**src/rtl/dpd_pkg.sv**
```systemverilog
// shared types and constants of the dle packet deframer
`default_nettype none

package dpd_pkg;

    localparam int unsigned MAX_PAYLOAD_DEF = 512;

    localparam int unsigned LEN_W = 10;
    localparam int unsigned CK_W  = 7;
    localparam int unsigned ST_W  = 3;

    // control characters
    localparam logic [7:0] CH_STX = 8'h02;
    localparam logic [7:0] CH_ETX = 8'h03;
    localparam logic [7:0] CH_VT  = 8'h0B;
    localparam logic [7:0] CH_SO  = 8'h0E;
    localparam logic [7:0] CH_SI  = 8'h0F;
    localparam logic [7:0] CH_DLE = 8'h10;
    localparam logic [7:0] CH_CAN = 8'h18;
    localparam logic [7:0] CH_ESC = 8'h1B;

    // result kinds
    localparam logic KIND_DATA = 1'b0;
    localparam logic KIND_END  = 1'b1;

    // packet end status
    localparam logic [ST_W-1:0] ST_OK    = 3'd0;
    localparam logic [ST_W-1:0] ST_CSUM  = 3'd1;
    localparam logic [ST_W-1:0] ST_SHORT = 3'd2;
    localparam logic [ST_W-1:0] ST_HDR   = 3'd3;
    localparam logic [ST_W-1:0] ST_MAL   = 3'd4;
    localparam logic [ST_W-1:0] ST_OVF   = 3'd5;

    typedef struct packed {
        logic             valid;
        logic             kind;
        logic [7:0]       data_byte;
        logic [7:0]       repeat_count;
        logic [ST_W-1:0]  status;
        logic [LEN_W-1:0] payload_length;
        logic [CK_W-1:0]  checksum;
    } dpd_result_t;

endpackage

`default_nettype wire

```
**src/rtl/dle_packet_deframer_core.sv**
```systemverilog
// top level of the dle packet deframer: stream ports, input and result registers
//
// Input channel s_axis: one raw received byte per transfer in tdata, tlast
// marks the final byte of a received buffer. Output channel m_axis: one
// result per transfer; tuser is the result kind (data run or packet end),
// tdata carries the decoded byte and repeat count of a run, or the status,
// payload length and checksum of a packet end. Bytes that produce no result
// (header, escapes, bytes after the end) are absorbed silently.
// Throughput is one byte per cycle while m_axis does not stall: a byte goes
// into the input register, is decoded from there by the state update logic,
// and its result lands in the result register, from which m_axis offers it.
// When m_axis stalls, the result register holds, the input register fills and
// then s_axis_tready drops; nothing is dropped or reordered.
// Reset empties both registers and puts the deframer at the first header
// byte of a new buffer. The byte carrying tlast always restarts the deframer.
`default_nettype none

module dle_packet_deframer_core
    import dpd_pkg::*;
#(
    parameter int unsigned MAX_PAYLOAD = MAX_PAYLOAD_DEF
)
(
    input  wire logic        clk,
    input  wire logic        rst_n,
    input  wire logic        s_axis_tvalid,
    output logic             s_axis_tready,
    input  wire logic [7:0]  s_axis_tdata,   // [7:0] rx_byte
    input  wire logic        s_axis_tlast,   // end_of_buffer
    output logic             m_axis_tvalid,
    input  wire logic        m_axis_tready,
    // [7:0] data_byte, [15:8] repeat_count, [18:16] status,
    // [28:19] payload_length, [35:29] checksum, [39:36] zero
    output logic [39:0]      m_axis_tdata,
    output logic [0:0]       m_axis_tuser    // [0] result_kind
);

    logic        in_valid_reg, in_valid_next;
    logic [7:0]  in_byte_reg;
    logic        in_eob_reg;
    logic        out_valid_reg, out_valid_next;
    dpd_result_t out_reg;
    dpd_result_t step_result;
    logic        advance;
    logic        s_xfer;

    assign advance       = in_valid_reg && (!out_valid_reg || m_axis_tready);
    assign s_axis_tready = !in_valid_reg || advance;
    assign s_xfer        = s_axis_tvalid && s_axis_tready;

    dpd_decode #(
        .MAX_PAYLOAD (MAX_PAYLOAD)
    ) u_decode (
        .clk           (clk),
        .rst_n         (rst_n),
        .step          (advance),
        .rx_byte       (in_byte_reg),
        .end_of_buffer (in_eob_reg),
        .result        (step_result)
    );

    always_comb
    begin
        in_valid_next = in_valid_reg;
        if (s_xfer)
        begin
            in_valid_next = 1'b1;
        end
        else if (advance)
        begin
            in_valid_next = 1'b0;
        end

        out_valid_next = out_valid_reg;
        if (m_axis_tready || !out_valid_reg)
        begin
            out_valid_next = advance && step_result.valid;
        end
    end

    always_ff @(posedge clk or negedge rst_n)
    begin
        if (!rst_n)
        begin
            in_valid_reg  <= 1'b0;
            out_valid_reg <= 1'b0;
        end
        else
        begin
            in_valid_reg  <= in_valid_next;
            out_valid_reg <= out_valid_next;
        end
    end

    always_ff @(posedge clk)
    begin
        if (s_xfer)
        begin
            in_byte_reg <= s_axis_tdata;
            in_eob_reg  <= s_axis_tlast;
        end
        if (advance && step_result.valid)
        begin
            out_reg <= step_result;
        end
    end

    assign m_axis_tvalid = out_valid_reg;
    assign m_axis_tuser  = out_reg.kind;
    assign m_axis_tdata  = {4'd0, out_reg.checksum, out_reg.payload_length,
                            out_reg.status, out_reg.repeat_count, out_reg.data_byte};

    a_no_loss: assert property (@(posedge clk) disable iff (!rst_n)
        in_valid_reg && out_valid_reg && !m_axis_tready |=> in_valid_reg)
        else $error("pending byte lost while output stalled");

    a_data_fields: assert property (@(posedge clk) disable iff (!rst_n)
        out_valid_reg && out_reg.kind == KIND_DATA
        |-> out_reg.repeat_count != 8'd0 && out_reg.status == ST_OK)
        else $error("data run with zero count or status");

    a_err_fields: assert property (@(posedge clk) disable iff (!rst_n)
        out_valid_reg && out_reg.kind == KIND_END && out_reg.status != ST_OK
        |-> out_reg.payload_length == '0 && out_reg.checksum == '0)
        else $error("error end carries length or checksum");

endmodule

`default_nettype wire

```
**src/rtl/dpd_decode.sv**
```systemverilog
// deframer state and per-byte decode step
`default_nettype none

module dpd_decode
    import dpd_pkg::*;
#(
    parameter int unsigned MAX_PAYLOAD = MAX_PAYLOAD_DEF
)
(
    input  wire logic        clk,
    input  wire logic        rst_n,
    input  wire logic        step,
    input  wire logic [7:0]  rx_byte,
    input  wire logic        end_of_buffer,
    output dpd_result_t      result
);

    localparam int unsigned CNT_W = $clog2(MAX_PAYLOAD + 1);
    localparam int unsigned SUM_W = $clog2(MAX_PAYLOAD + 256);

    localparam logic [2:0] PH_BODY   = 3'd0;
    localparam logic [2:0] PH_ESCAPE = 3'd1;
    localparam logic [2:0] PH_COUNT  = 3'd2;
    localparam logic [2:0] PH_CNTESC = 3'd3;
    localparam logic [2:0] PH_LRC    = 3'd4;
    localparam logic [2:0] PH_IDLE   = 3'd5;

    logic [2:0]       phase_reg, phase_next;
    logic             shift_reg, shift_next;
    logic [7:0]       last_reg, last_next;
    logic [CNT_W-1:0] count_reg, count_next;
    logic [5:0]       sum_reg, sum_next;
    logic [2:0]       index_reg, index_next;
    logic             hdr_bad_reg, hdr_bad_next;

    logic [7:0]       sbit;
    logic [7:0]       dbyte;
    logic [7:0]       dcount;
    logic [7:0]       run;
    logic             is_run;
    logic             err_v;
    logic [ST_W-1:0]  err_code;
    logic             have_end;
    logic             have_data;
    logic [ST_W-1:0]  end_st;
    logic [LEN_W-1:0] end_len;
    logic [CK_W-1:0]  end_ck;
    logic [CK_W-1:0]  calc;
    logic [SUM_W-1:0] new_count;
    logic [CNT_W+LEN_W-1:0] count_wide;
    logic             restart;

    assign sbit       = shift_reg ? 8'h80 : 8'h00;
    assign calc       = {1'b1, sum_reg};
    assign count_wide = (CNT_W + LEN_W)'(count_reg);

    always_comb
    begin
        phase_next   = phase_reg;
        shift_next   = shift_reg;
        last_next    = last_reg;
        count_next   = count_reg;
        sum_next     = sum_reg;
        index_next   = index_reg;
        hdr_bad_next = hdr_bad_reg;
        result       = '0;
        dbyte        = '0;
        dcount       = '0;
        run          = '0;
        is_run       = 1'b0;
        err_v        = 1'b0;
        err_code     = ST_OK;
        have_end     = 1'b0;
        have_data    = 1'b0;
        end_st       = ST_OK;
        end_len      = '0;
        end_ck       = '0;
        new_count    = '0;
        restart      = 1'b0;

        if (phase_reg == PH_IDLE)
        begin
            restart = end_of_buffer;
        end
        else
        begin
            if (index_reg < 3'd4)
            begin
                index_next = index_reg + 3'd1;
            end
            if (phase_reg != PH_LRC)
            begin
                sum_next = sum_reg + rx_byte[5:0];
            end
            if ((index_reg == 3'd0 && rx_byte != CH_DLE) ||
                (index_reg == 3'd1 && rx_byte != CH_STX))
            begin
                hdr_bad_next = 1'b1;
            end

            if (end_of_buffer && index_reg < 3'd4)
            begin
                result.valid  = 1'b1;
                result.kind   = KIND_END;
                result.status = ST_SHORT;
            end
            else if (index_reg < 3'd3)
            begin
                // header and command bytes only feed the checksum and the header check
            end
            else if (hdr_bad_next)
            begin
                if (index_reg >= 3'd4)
                begin
                    result.valid  = 1'b1;
                    result.kind   = KIND_END;
                    result.status = ST_HDR;
                end
            end
            else
            begin
                case (phase_reg)
                    PH_BODY:
                    begin
                        if (rx_byte == CH_DLE)
                        begin
                            phase_next = PH_ESCAPE;
                        end
                        else
                        begin
                            dbyte  = rx_byte | sbit;
                            dcount = 8'd1;
                        end
                    end
                    PH_ESCAPE:
                    begin
                        phase_next = PH_BODY;
                        case (rx_byte)
                            CH_SI:  shift_next = 1'b1;
                            CH_SO:  shift_next = 1'b0;
                            CH_DLE:
                            begin
                                dbyte  = CH_DLE | sbit;
                                dcount = 8'd1;
                            end
                            CH_CAN:
                            begin
                                dbyte  = CH_ESC | sbit;
                                dcount = 8'd1;
                            end
                            CH_VT:  phase_next = PH_COUNT;
                            CH_ETX: phase_next = PH_LRC;
                            default:
                            begin
                                err_v    = 1'b1;
                                err_code = ST_MAL;
                            end
                        endcase
                    end
                    PH_COUNT:
                    begin
                        if (rx_byte == CH_DLE)
                        begin
                            phase_next = PH_CNTESC;
                        end
                        else
                        begin
                            run    = rx_byte;
                            is_run = 1'b1;
                        end
                    end
                    PH_CNTESC:
                    begin
                        if (rx_byte == CH_DLE)
                        begin
                            run    = CH_DLE;
                            is_run = 1'b1;
                        end
                        else if (rx_byte == CH_CAN)
                        begin
                            run    = CH_ESC;
                            is_run = 1'b1;
                        end
                        else
                        begin
                            err_v    = 1'b1;
                            err_code = ST_MAL;
                        end
                    end
                    default:
                    begin
                        // received lrc byte
                        have_end = 1'b1;
                        if ({1'b0, calc} == rx_byte)
                        begin
                            end_st  = ST_OK;
                            end_len = count_wide[LEN_W-1:0];
                            end_ck  = calc;
                        end
                        else
                        begin
                            end_st = ST_CSUM;
                        end
                    end
                endcase

                if (is_run)
                begin
                    phase_next = PH_BODY;
                    if (run != 8'd0)
                    begin
                        if (count_reg == '0)
                        begin
                            err_v    = 1'b1;
                            err_code = ST_MAL;
                        end
                        else
                        begin
                            dbyte  = last_reg;
                            dcount = run;
                        end
                    end
                end

                new_count = SUM_W'(count_reg) + SUM_W'(dcount);
                if (!err_v && dcount != 8'd0)
                begin
                    if (new_count > SUM_W'(MAX_PAYLOAD))
                    begin
                        err_v    = 1'b1;
                        err_code = ST_OVF;
                    end
                    else
                    begin
                        have_data  = 1'b1;
                        count_next = new_count[CNT_W-1:0];
                        if (!is_run)
                        begin
                            last_next = dbyte;
                        end
                    end
                end

                if (err_v)
                begin
                    result.valid  = 1'b1;
                    result.kind   = KIND_END;
                    result.status = err_code;
                end
                else if (have_end)
                begin
                    result.valid          = 1'b1;
                    result.kind           = KIND_END;
                    result.status         = end_st;
                    result.payload_length = end_len;
                    result.checksum       = end_ck;
                end
                else if (end_of_buffer)
                begin
                    result.valid  = 1'b1;
                    result.kind   = KIND_END;
                    result.status = ST_MAL;
                end
                else if (have_data)
                begin
                    result.valid        = 1'b1;
                    result.kind         = KIND_DATA;
                    result.data_byte    = dbyte;
                    result.repeat_count = dcount;
                end
            end

            // after a packet end, skip to the end of the buffer
            if (result.valid && result.kind == KIND_END)
            begin
                if (end_of_buffer)
                begin
                    restart = 1'b1;
                end
                else
                begin
                    phase_next = PH_IDLE;
                end
            end
        end

        if (restart)
        begin
            phase_next   = PH_BODY;
            shift_next   = 1'b0;
            last_next    = '0;
            count_next   = '0;
            sum_next     = '0;
            index_next   = '0;
            hdr_bad_next = 1'b0;
        end
    end

    always_ff @(posedge clk or negedge rst_n)
    begin
        if (!rst_n)
        begin
            phase_reg   <= PH_BODY;
            shift_reg   <= 1'b0;
            last_reg    <= '0;
            count_reg   <= '0;
            sum_reg     <= '0;
            index_reg   <= '0;
            hdr_bad_reg <= 1'b0;
        end
        else if (step)
        begin
            phase_reg   <= phase_next;
            shift_reg   <= shift_next;
            last_reg    <= last_next;
            count_reg   <= count_next;
            sum_reg     <= sum_next;
            index_reg   <= index_next;
            hdr_bad_reg <= hdr_bad_next;
        end
    end

    a_count_bound: assert property (@(posedge clk) disable iff (!rst_n)
        SUM_W'(count_reg) <= SUM_W'(MAX_PAYLOAD))
        else $error("payload count past maximum");

    a_index_sat: assert property (@(posedge clk) disable iff (!rst_n)
        index_reg <= 3'd4)
        else $error("byte index past saturation");

    a_data_grows: assert property (@(posedge clk) disable iff (!rst_n)
        step && result.valid && result.kind == KIND_DATA && !end_of_buffer
        |=> count_reg == $past(count_reg) + CNT_W'($past(result.repeat_count)))
        else $error("payload count does not track emitted data");

endmodule

`default_nettype wire

```
**config.mk**
```make
export PLATFORM = sky130hd
export DESIGN_NAME = dle_packet_deframer_core
export DESIGN_NICKNAME = d
export VERILOG_FILES = /design/src/rtl/dpd_pkg.sv /design/src/rtl/dle_packet_deframer_core.sv /design/src/rtl/dpd_decode.sv
export SDC_FILE = /design/constraint.sdc
export NUM_CORES = 1
export LEC_CHECK = 0
export BUFFER_PORTS_ARGS = -buffer_cell sky130_fd_sc_hd__buf_2
export CORE_UTILIZATION = 30
export DETAILED_ROUTE_END_ITERATION = 6
export GPL_TIMING_DRIVEN = 0
export SLEW_MARGIN = 10
export SYNTH_ARGS = -nofsm -noshare
export SYNTH_HDL_FRONTEND = slang
export SYNTH_SLANG_ARGS = --single-unit
```
**constraint.sdc**
```tcl
create_clock -name clk -period 5.6 [get_ports clk]
set_input_delay 0.84 -clock clk [delete_from_list [all_inputs] [get_ports clk]]
set_output_delay 0.84 -clock clk [all_outputs]
set_load 0.01 [all_outputs]
```
## Word level (Yosys, flattened, before mapping)

Cells that the tools add are included.

- Bits of input ports: 13
- Flip-flop bits (word level): 80
- Word-level logic and storage cells: 243
- Output and inout port bits: 43

- $add $sub $neg: 3
- Reductions and logical operators: 38
- Muxes and demuxes: 154
- Order comparisons: 4
- Equality and inequality tests: 21
- Bitwise operators: 4

Operators with widths:

| kind | number |
|---|---|
| 2-to-1 mux 8 bit | 30 |
| 2-to-1 mux 10 bit | 9 |
| 2-to-1 mux 3 bit | 27 |
| 2-to-1 mux 16 bit | 5 |
| 2-to-1 mux 38 bit | 2 |
| 2-to-1 mux 17 bit | 4 |
| case mux 8 bit (2 select lines) | 4 |
| 2-to-1 mux 1 bit | 52 |
| equality test 8 x 4 -> 1 bit, second input constant | 3 |
| 2-to-1 mux 18 bit | 1 |
| 2-to-1 mux 6 bit | 3 |
| equality test 8 x 5 -> 1 bit, second input constant | 2 |
| 2-to-1 mux 2 bit | 8 |
| nonzero test 8 bit | 2 |
| 2-to-1 mux 7 bit | 2 |
| AND reduction 7 bit | 2 |
| inequality test 2 x 1 -> 1 bit, second input constant | 6 |
| case mux 3 bit (2 select lines) | 2 |
| OR reduction 11 bit | 1 |
| adder 10 x 8 -> 10 bit | 1 |
| greater-than comparator 10 bit, second input constant | 1 |
| zero test 10 bit | 1 |
| nonzero test 2 bit | 5 |
| OR reduction 10 bit | 1 |
| other kinds (31) | 50 |

## Longest topological paths before layout

- Word-level depth: 37
- Mapped depth: 18
- Depth with buffers taken out: 15

## By module

A second synthesis with hierarchy kept.

- Cell total of the unflattened synthesis: 481
- Area total of the unflattened synthesis: 4,787.1 µm²

Modules (own cells, without submodules):

| module | seq. area each (µm²) | times used | cells an instance | area each (µm²) |
|---|---|---|---|---|
| dpd_decode | 800.8 | 1 | 420 | 3,260.6 |
| dle_packet_deframer_core | 1,431.4 | 1 | 61 | 1,526.5 |

## Worst setup path before layout

OpenSTA, ideal clock, no wires.

- Kind: flip-flop to flip-flop
- Start point: reg in_byte_reg[2]
- End point: reg out_reg, in the netlist m_axis_tdata[7] (data pin)
- Setup time: 266 ps
- Stages on the path, launching flop included: 17
- Required time: 5,334 ps
- Arrival time: 4,563 ps
- Path buffers: 3
- Clock period less this slack: 4,829 ps
- Setup slack: 771 ps
- Cells stage by stage: edfxtp_1 -> or4_4 -> or4_4 -> a211oi_4 -> clkbuf_1 -> nand3_1 -> inv_1 -> ha_1 -> o21ai_0 -> or4b_2 -> nand4_1 -> nor2_1 -> and4_1 -> clkbuf_1 -> o21ai_1 -> clkbuf_1 -> nor2_1

- Word-level cells in the longest chain between the ends: 25
- Elaborated cells between the ends (all ways): 82
- Classes of those cells: add/sub (1); order compare (1); eq/ne (8); mux (61); bitwise (1); reduce/logical (10)

RTL lines:

| element | line | source |
|---|---|---|
| from (decl) | dle_packet_deframer_core.sv:39 | `logic [7:0] in_byte_reg;` |
| from (signal assigned) | dle_packet_deframer_core.sv:99 | `in_byte_reg <= s_axis_tdata;` |
| equality test 8 x 5 -> 1 bit | dpd_decode.sv:138, dpd_decode.sv:179 |  |
| 2-to-1 mux 5 bit | dpd_decode.sv:179 | `else if (rx_byte == CH_CAN)` |
| 2-to-1 mux 8 bit | dpd_decode.sv:174 | `if (rx_byte == CH_DLE)` |
| case mux 8 bit (2 select lines) | dpd_decode.sv:122 | `case (phase_reg)` |
| 2-to-1 mux 8 bit | dpd_decode.sv:111 | `else if (hdr_bad_next)` |
| 2-to-1 mux 8 bit | dpd_decode.sv:107 | `else if (index_reg < 3'd3)` |
| 2-to-1 mux 8 bit | dpd_decode.sv:101 | `if (end_of_buffer && index_reg < 3'd4)` |
| 2-to-1 mux 8 bit | dpd_decode.sv:81 | `if (phase_reg == PH_IDLE)` |
| (+9 left out) | - |  |
| 2-to-1 mux 1 bit | dpd_decode.sv:228 | `if (new_count > SUM_W'(MAX_PAYLOAD))` |
| 2-to-1 mux 1 bit | dpd_decode.sv:226 | `if (!err_v && dcount != 8'd0)` |
| 2-to-1 mux 1 bit | dpd_decode.sv:111 |  |
| 2-to-1 mux 1 bit | dpd_decode.sv:107 |  |
| 2-to-1 mux 1 bit | dpd_decode.sv:101 |  |
| 2-to-1 mux 1 bit | dpd_decode.sv:81 |  |
| inverter 1 bit (no line) | - |  |
| OR reduction 8 bit (no line) | - |  |
| to (signal assigned) | dle_packet_deframer_core.sv:104 | `out_reg <= step_result;` |
| to (decl) | dle_packet_deframer_core.sv:42 | `dpd_result_t out_reg;` |

Parallel ways exist; a longest one is shown, timed or not. The select of a mux whose other input is x is not followed.
A chain may end at the register's enable or synchronous reset.

## Worst setup path after layout

- Start point: reg in_byte_reg[6]
- End point: reg u_decode.count_reg[2]

- Word-level cells in the longest chain between the ends: 36
- Elaborated cells between the ends (all ways): 95
- Classes of those cells: add/sub (1); order compare (1); eq/ne (13); mux (68); reduce/logical (12)

RTL lines:

| element | line | source |
|---|---|---|
| equality test 8 x 5 -> 1 bit | dpd_decode.sv:138, dpd_decode.sv:179 |  |
| 2-to-1 mux 5 bit | dpd_decode.sv:179 |  |
| 2-to-1 mux 8 bit | dpd_decode.sv:174 |  |
| case mux 8 bit (2 select lines) | dpd_decode.sv:122 |  |
| 2-to-1 mux 8 bit | dpd_decode.sv:111 |  |
| 2-to-1 mux 8 bit | dpd_decode.sv:107 |  |
| 2-to-1 mux 8 bit | dpd_decode.sv:101 |  |
| 2-to-1 mux 8 bit | dpd_decode.sv:81 |  |
| (+20 left out) | - |  |
| 2-to-1 mux 38 bit | dpd_decode.sv:107 |  |
| 2-to-1 mux 2 bit | dpd_decode.sv:101 |  |
| 2-to-1 mux 2 bit | dpd_decode.sv:81 |  |
| logical AND 1 bit | dpd_decode.sv:274 | `if (result.valid && result.kind == KIND_END)` |
| 2-to-1 mux 1 bit | dpd_decode.sv:274 |  |
| 2-to-1 mux 1 bit | dpd_decode.sv:81 |  |
| inequality test 2 x 1 -> 1 bit (no line) / nonzero test 2 bit (equally long branches) | - |  |
| AND reduction 7 bit (no line) | - |  |
| to (signal assigned) | dpd_decode.sv:316 | `count_reg <= count_next;` |
| to (decl) | dpd_decode.sv:31 | `logic [CNT_W-1:0] count_reg, count_next;` |

Parallel ways exist; a longest one is shown, timed or not. The select of a mux whose other input is x is not followed.

==> impl_metrics.tcl <==
set metrics [dict create \
    drt-pass1-iter-count 6 \
    number_of_nets_at_the_end_of_the_flow 554 \
    routedWlPerCell_um 17.4 \
    synthMostInstantiatedCell "sky130_fd_sc_hd__edfxtp_1" \
    clock.fmax_mhz 190 \
    cts_buffers 9 \
    irDropWorstVdd_uv 145 \
    start_util_pct 31.2 \
    finalHoldViolations 0 \
    setup-violations-final 0 \
    ioPinCount 56 \
    post_cts_hold_fix_bufs 0 \
    max-slew-margin-rel_pct 17.0 \
    outcome "complete, no violations" \
    ff2ff_setup_slack_ns 0.35 \
    numClockSinks 80 \
    slew_violations 0 \
    tightestPinTransition_ns 1.23 \
    worst_path_max_delay_cell "sky130_fd_sc_hd__or4b_2" \
    place_hpwl_mm 8.92 \
    cts-htree-levels 3 \
    timing.hold.worst.class "register to register" \
    power_leakage_nw 2.30 \
    instances_no_fill 712 \
    clkPwrFrac_pct 29.7 \
    clock_pin_slew_of_the_registers_on_the_worst_case_setup_and_hold_paths_ns 0.06 \
    first_global_vias 3751 \
    synthTopCellsByCount "46 x sky130_fd_sc_hd__edfxtp_1, 42 x sky130_fd_sc_hd__nand2_1, 39 x sky130_fd_sc_hd__nor2_1" \
    synthCells 453 \
    critPathArrivalTime_ns 5.45 \
    number_of_placement_rows 44 \
    ant_nets_after_route 0 \
    drc 0 \
    most_area_hungry_cell_type_in_the_yosys_netlist "sky130_fd_sc_hd__edfxtp_1" \
    grtUsageTotal_pct 16.3 \
    placed_insts 692 \
    nFillCells 1488 \
    critical_path.cell_chain "or4_4 > or4_4 > a211oi_4 > clkbuf_4 > nand3_1 > inv_1 > ha_1 > o21ai_0 > or4b_2 > nand4_1 > nor2_1 > and4_1 > clkbuf_1 > o21ai_1 > o2bb2ai_1" \
    post_drt_via_cell_ratio 5.43 \
    postSynth.asyncResetShare_pct 42.5 \
    synth.avg_cell_area_um2 10.2 \
    die_width_um 126 \
    internal_power_mw 1.38 \
    overflow 0 \
    ys_types 67 \
    initialDrtViolationCount 375 \
    die-area_um2 15900 \
    power-per-cell-area_nw_per_um2 391 \
    area_growth_syn_to_layout_pct 19.7 \
    largest_register_ff_count 36 \
    initial_antenna_violation_count 0 \
    die_h_um 126 \
    synth_ff_type "sky130_fd_sc_hd__edfxtp_1" \
    critical_path.most_common_cell "sky130_fd_sc_hd__or4_4" \
    synth_enable_flop_cells 46 \
    placeableCoreArea_um2 14800 \
    critPathKind "register to register" \
    final_layout_size_suffix_gt1_share_pct 18.6 \
    yosys-top-cells-area "sky130_fd_sc_hd__edfxtp_1 30%, sky130_fd_sc_hd__dfrtp_1 18%, sky130_fd_sc_hd__ha_1 4.3%" \
    synth_area_um2 4610 \
    critical_path_peak_fanout 10 \
    placement.io_buffers 51 \
    slowest_delay_ns 0.65 \
    gpl.final_weighted_congestion 0.905 \
    route.final.wire_length_mm 12.4 \
    grt_start_max_net_pins 35 \
    worst_setup_path_end_kind "register" \
    timing.final.crit_period_ns 5.25 \
    synthesis.yosys.warnings 0 \
    pwr-share-seq_pct 37.4 \
    switching_power_mw 0.775 \
    cts-root-to-sink-buffers 2 \
    power.combinational.fraction_pct 33.0 \
    setup.worst_path.start_class "register" \
    detailroute.via_count 3869 \
    antenna_diode_count 0 \
    synth_sequential_area_ratio_pct 48.5 \
    worst_skew_pair.late_latency_ns 0.34 \
    cts_tree "done" \
    ctsRootBufferMaster "sky130_fd_sc_hd__clkbuf_16" \
    unrepaired_setup_endpoints_after_global_routing "false" \
    area_share_of_the_largest_cell_type_after_synthesis_pct 30.0 \
    power_switching_share_pct 36.0 \
    grt_first_pass_wirelength_mm 20.0 \
    ys_seq_elements 80 \
    max_cap_violations 0 \
    final_worst_path_period_share_pct 93.7 \
    layout.core_utilization_pct 37.4 \
    fin_worst_skew_ns 0.0116 \
    cp_data_required_time_ns 5.80 \
]
[area by class of cell]
| type | count | area [um2] | share of cell area (%) |
|---|---|---|---|
| clock inverters | 7 | 95.1 | 1.72 |
| multi-input cells | 329 | 2210 | 40.1 |
| inverters | 21 | 78.8 | 1.43 |
| repair buffers | 56 | 313 | 5.67 |
| flip-flops and latches | 80 | 2230 | 40.5 |
| well taps | 184 | 230 | 4.18 |
| clock buffers | 9 | 225 | 4.09 |
| plain buffers | 26 | 129 | 2.34 |
[cell usage in the layout, fill, tap and decap left out, types with 5 or more instances in the layout]
cell type	synthesis	final
sky130_fd_sc_hd__a21oi_1	28	28
sky130_fd_sc_hd__a22oi_1	6	6
sky130_fd_sc_hd__a32o_1	8	8
sky130_fd_sc_hd__and2_1	21	21
sky130_fd_sc_hd__buf_2	3	54
sky130_fd_sc_hd__buf_4	4	8
sky130_fd_sc_hd__clkbuf_1	18	16
sky130_fd_sc_hd__clkbuf_16	0	9
sky130_fd_sc_hd__dfrtp_1	34	34
sky130_fd_sc_hd__edfxtp_1	46	46
sky130_fd_sc_hd__ha_1	16	16
sky130_fd_sc_hd__inv_1	21	21
sky130_fd_sc_hd__nand2_1	42	42
sky130_fd_sc_hd__nand2b_1	8	8
sky130_fd_sc_hd__nand3_1	9	9
sky130_fd_sc_hd__nor2_1	39	38
sky130_fd_sc_hd__nor3_1	10	10
sky130_fd_sc_hd__nor4_1	6	6
sky130_fd_sc_hd__o211a_1	5	5
sky130_fd_sc_hd__o211ai_1	7	7
sky130_fd_sc_hd__o21ai_0	19	19
sky130_fd_sc_hd__o2bb2ai_1	8	8
sky130_fd_sc_hd__xor2_1	7	7
[worst paths after layout]
check / depth (start not counted) / end / start
min in group asynchronous: 1 / u_decode.sum_reg[4]$_DFFE_PN0P_ / rst_n
hold reg to reg: 1 / u_decode.last_reg[0]$_DFFE_PN0P_ / u_decode.last_reg[0]$_DFFE_PN0P_
max in group asynchronous: 1 / u_decode.sum_reg[5]$_DFFE_PN0P_ / rst_n
setup reg to reg: 15 / u_decode.count_reg[2]$_DFFE_PN0P_ / in_byte_reg[6]$_DFFE_PP_
hold / removal: 1 / u_decode.last_reg[0]$_DFFE_PN0P_ / u_decode.last_reg[0]$_DFFE_PN0P_
setup / recovery: 15 / u_decode.count_reg[2]$_DFFE_PN0P_ / in_byte_reg[6]$_DFFE_PP_
[critical path, delay by kind of cell (launching register included)]
| family | cells | cell delay, ns |
|---|---|---|
| AO/OA/AOI/OAI | 4 | 1.31 |
| buffers and inverters | 3 | 0.60 |
| flip-flops | 1 | 0.53 |
| AND/OR/NAND/NOR | 7 | 2.41 |
| adder cells (fa/ha/maj) | 1 | 0.25 |
[stage by stage]
stage                     power [mW]  hold slack (ns)  setup TNS (ns)  worst slack [ns]  instance area (um2)
after floorplan                 1.29            0.456               0             0.771                 4620
after global placement          1.49            0.472          -0.617           -0.0804                 5100
after detailed placement        1.51            0.474           -1.49            -0.180                 5140
after CTS                       2.15            0.493               0             0.118                 5470
after global routing            2.28            0.504               0            0.0303                 5510
final                           2.16            0.488               0             0.350                 5510
[power groups by stage]
stage / sequential [mW] / clock (mW) / combinational, mW
after floorplan: 0.822 / 0 / 0.467
after global placement: 0.819 / 0 / 0.668
after detailed placement: 0.818 / 0 / 0.691
after CTS: 0.808 / 0.647 / 0.695
after global routing: 0.821 / 0.677 / 0.783
final: 0.806 / 0.639 / 0.710
[per-layer routing]
layer	vias up	global-route usage (%)	wire length (um)
met4	0	7.44	314
met1	1884	22.0	5790
met2	140	25.7	5670
li1	1823	-	-
met3	22	2.63	630
met5	-	0	0
[repair_timing]
| item | in CTS | in global routing |
|---|---|---|
| buffers inserted | 0 | 4 |
| hold endpoints to repair | 0 | 0 |
| pin swaps | 0 | 1 |
| resized for setup | 3 | 5 |
| setup endpoints to repair | 10 | 27 |
[cell families after synthesis]
| kind of cell | count (synthesis) | synth area share [%] |
|---|---|---|
| other | 1 | 0.0814 |
| adders and majority gates | 18 | 5.22 |
| DFF | 80 | 48.5 |
| muxes | 4 | 0.869 |
| and+or+nand+nor | 167 | 18.7 |
| buffers and inverters | 47 | 4.40 |
| AOI/OAI and AO/OA | 125 | 20.2 |
| xor gates and xnor gates | 11 | 2.09 |
(Power assumes the default switching activity.)
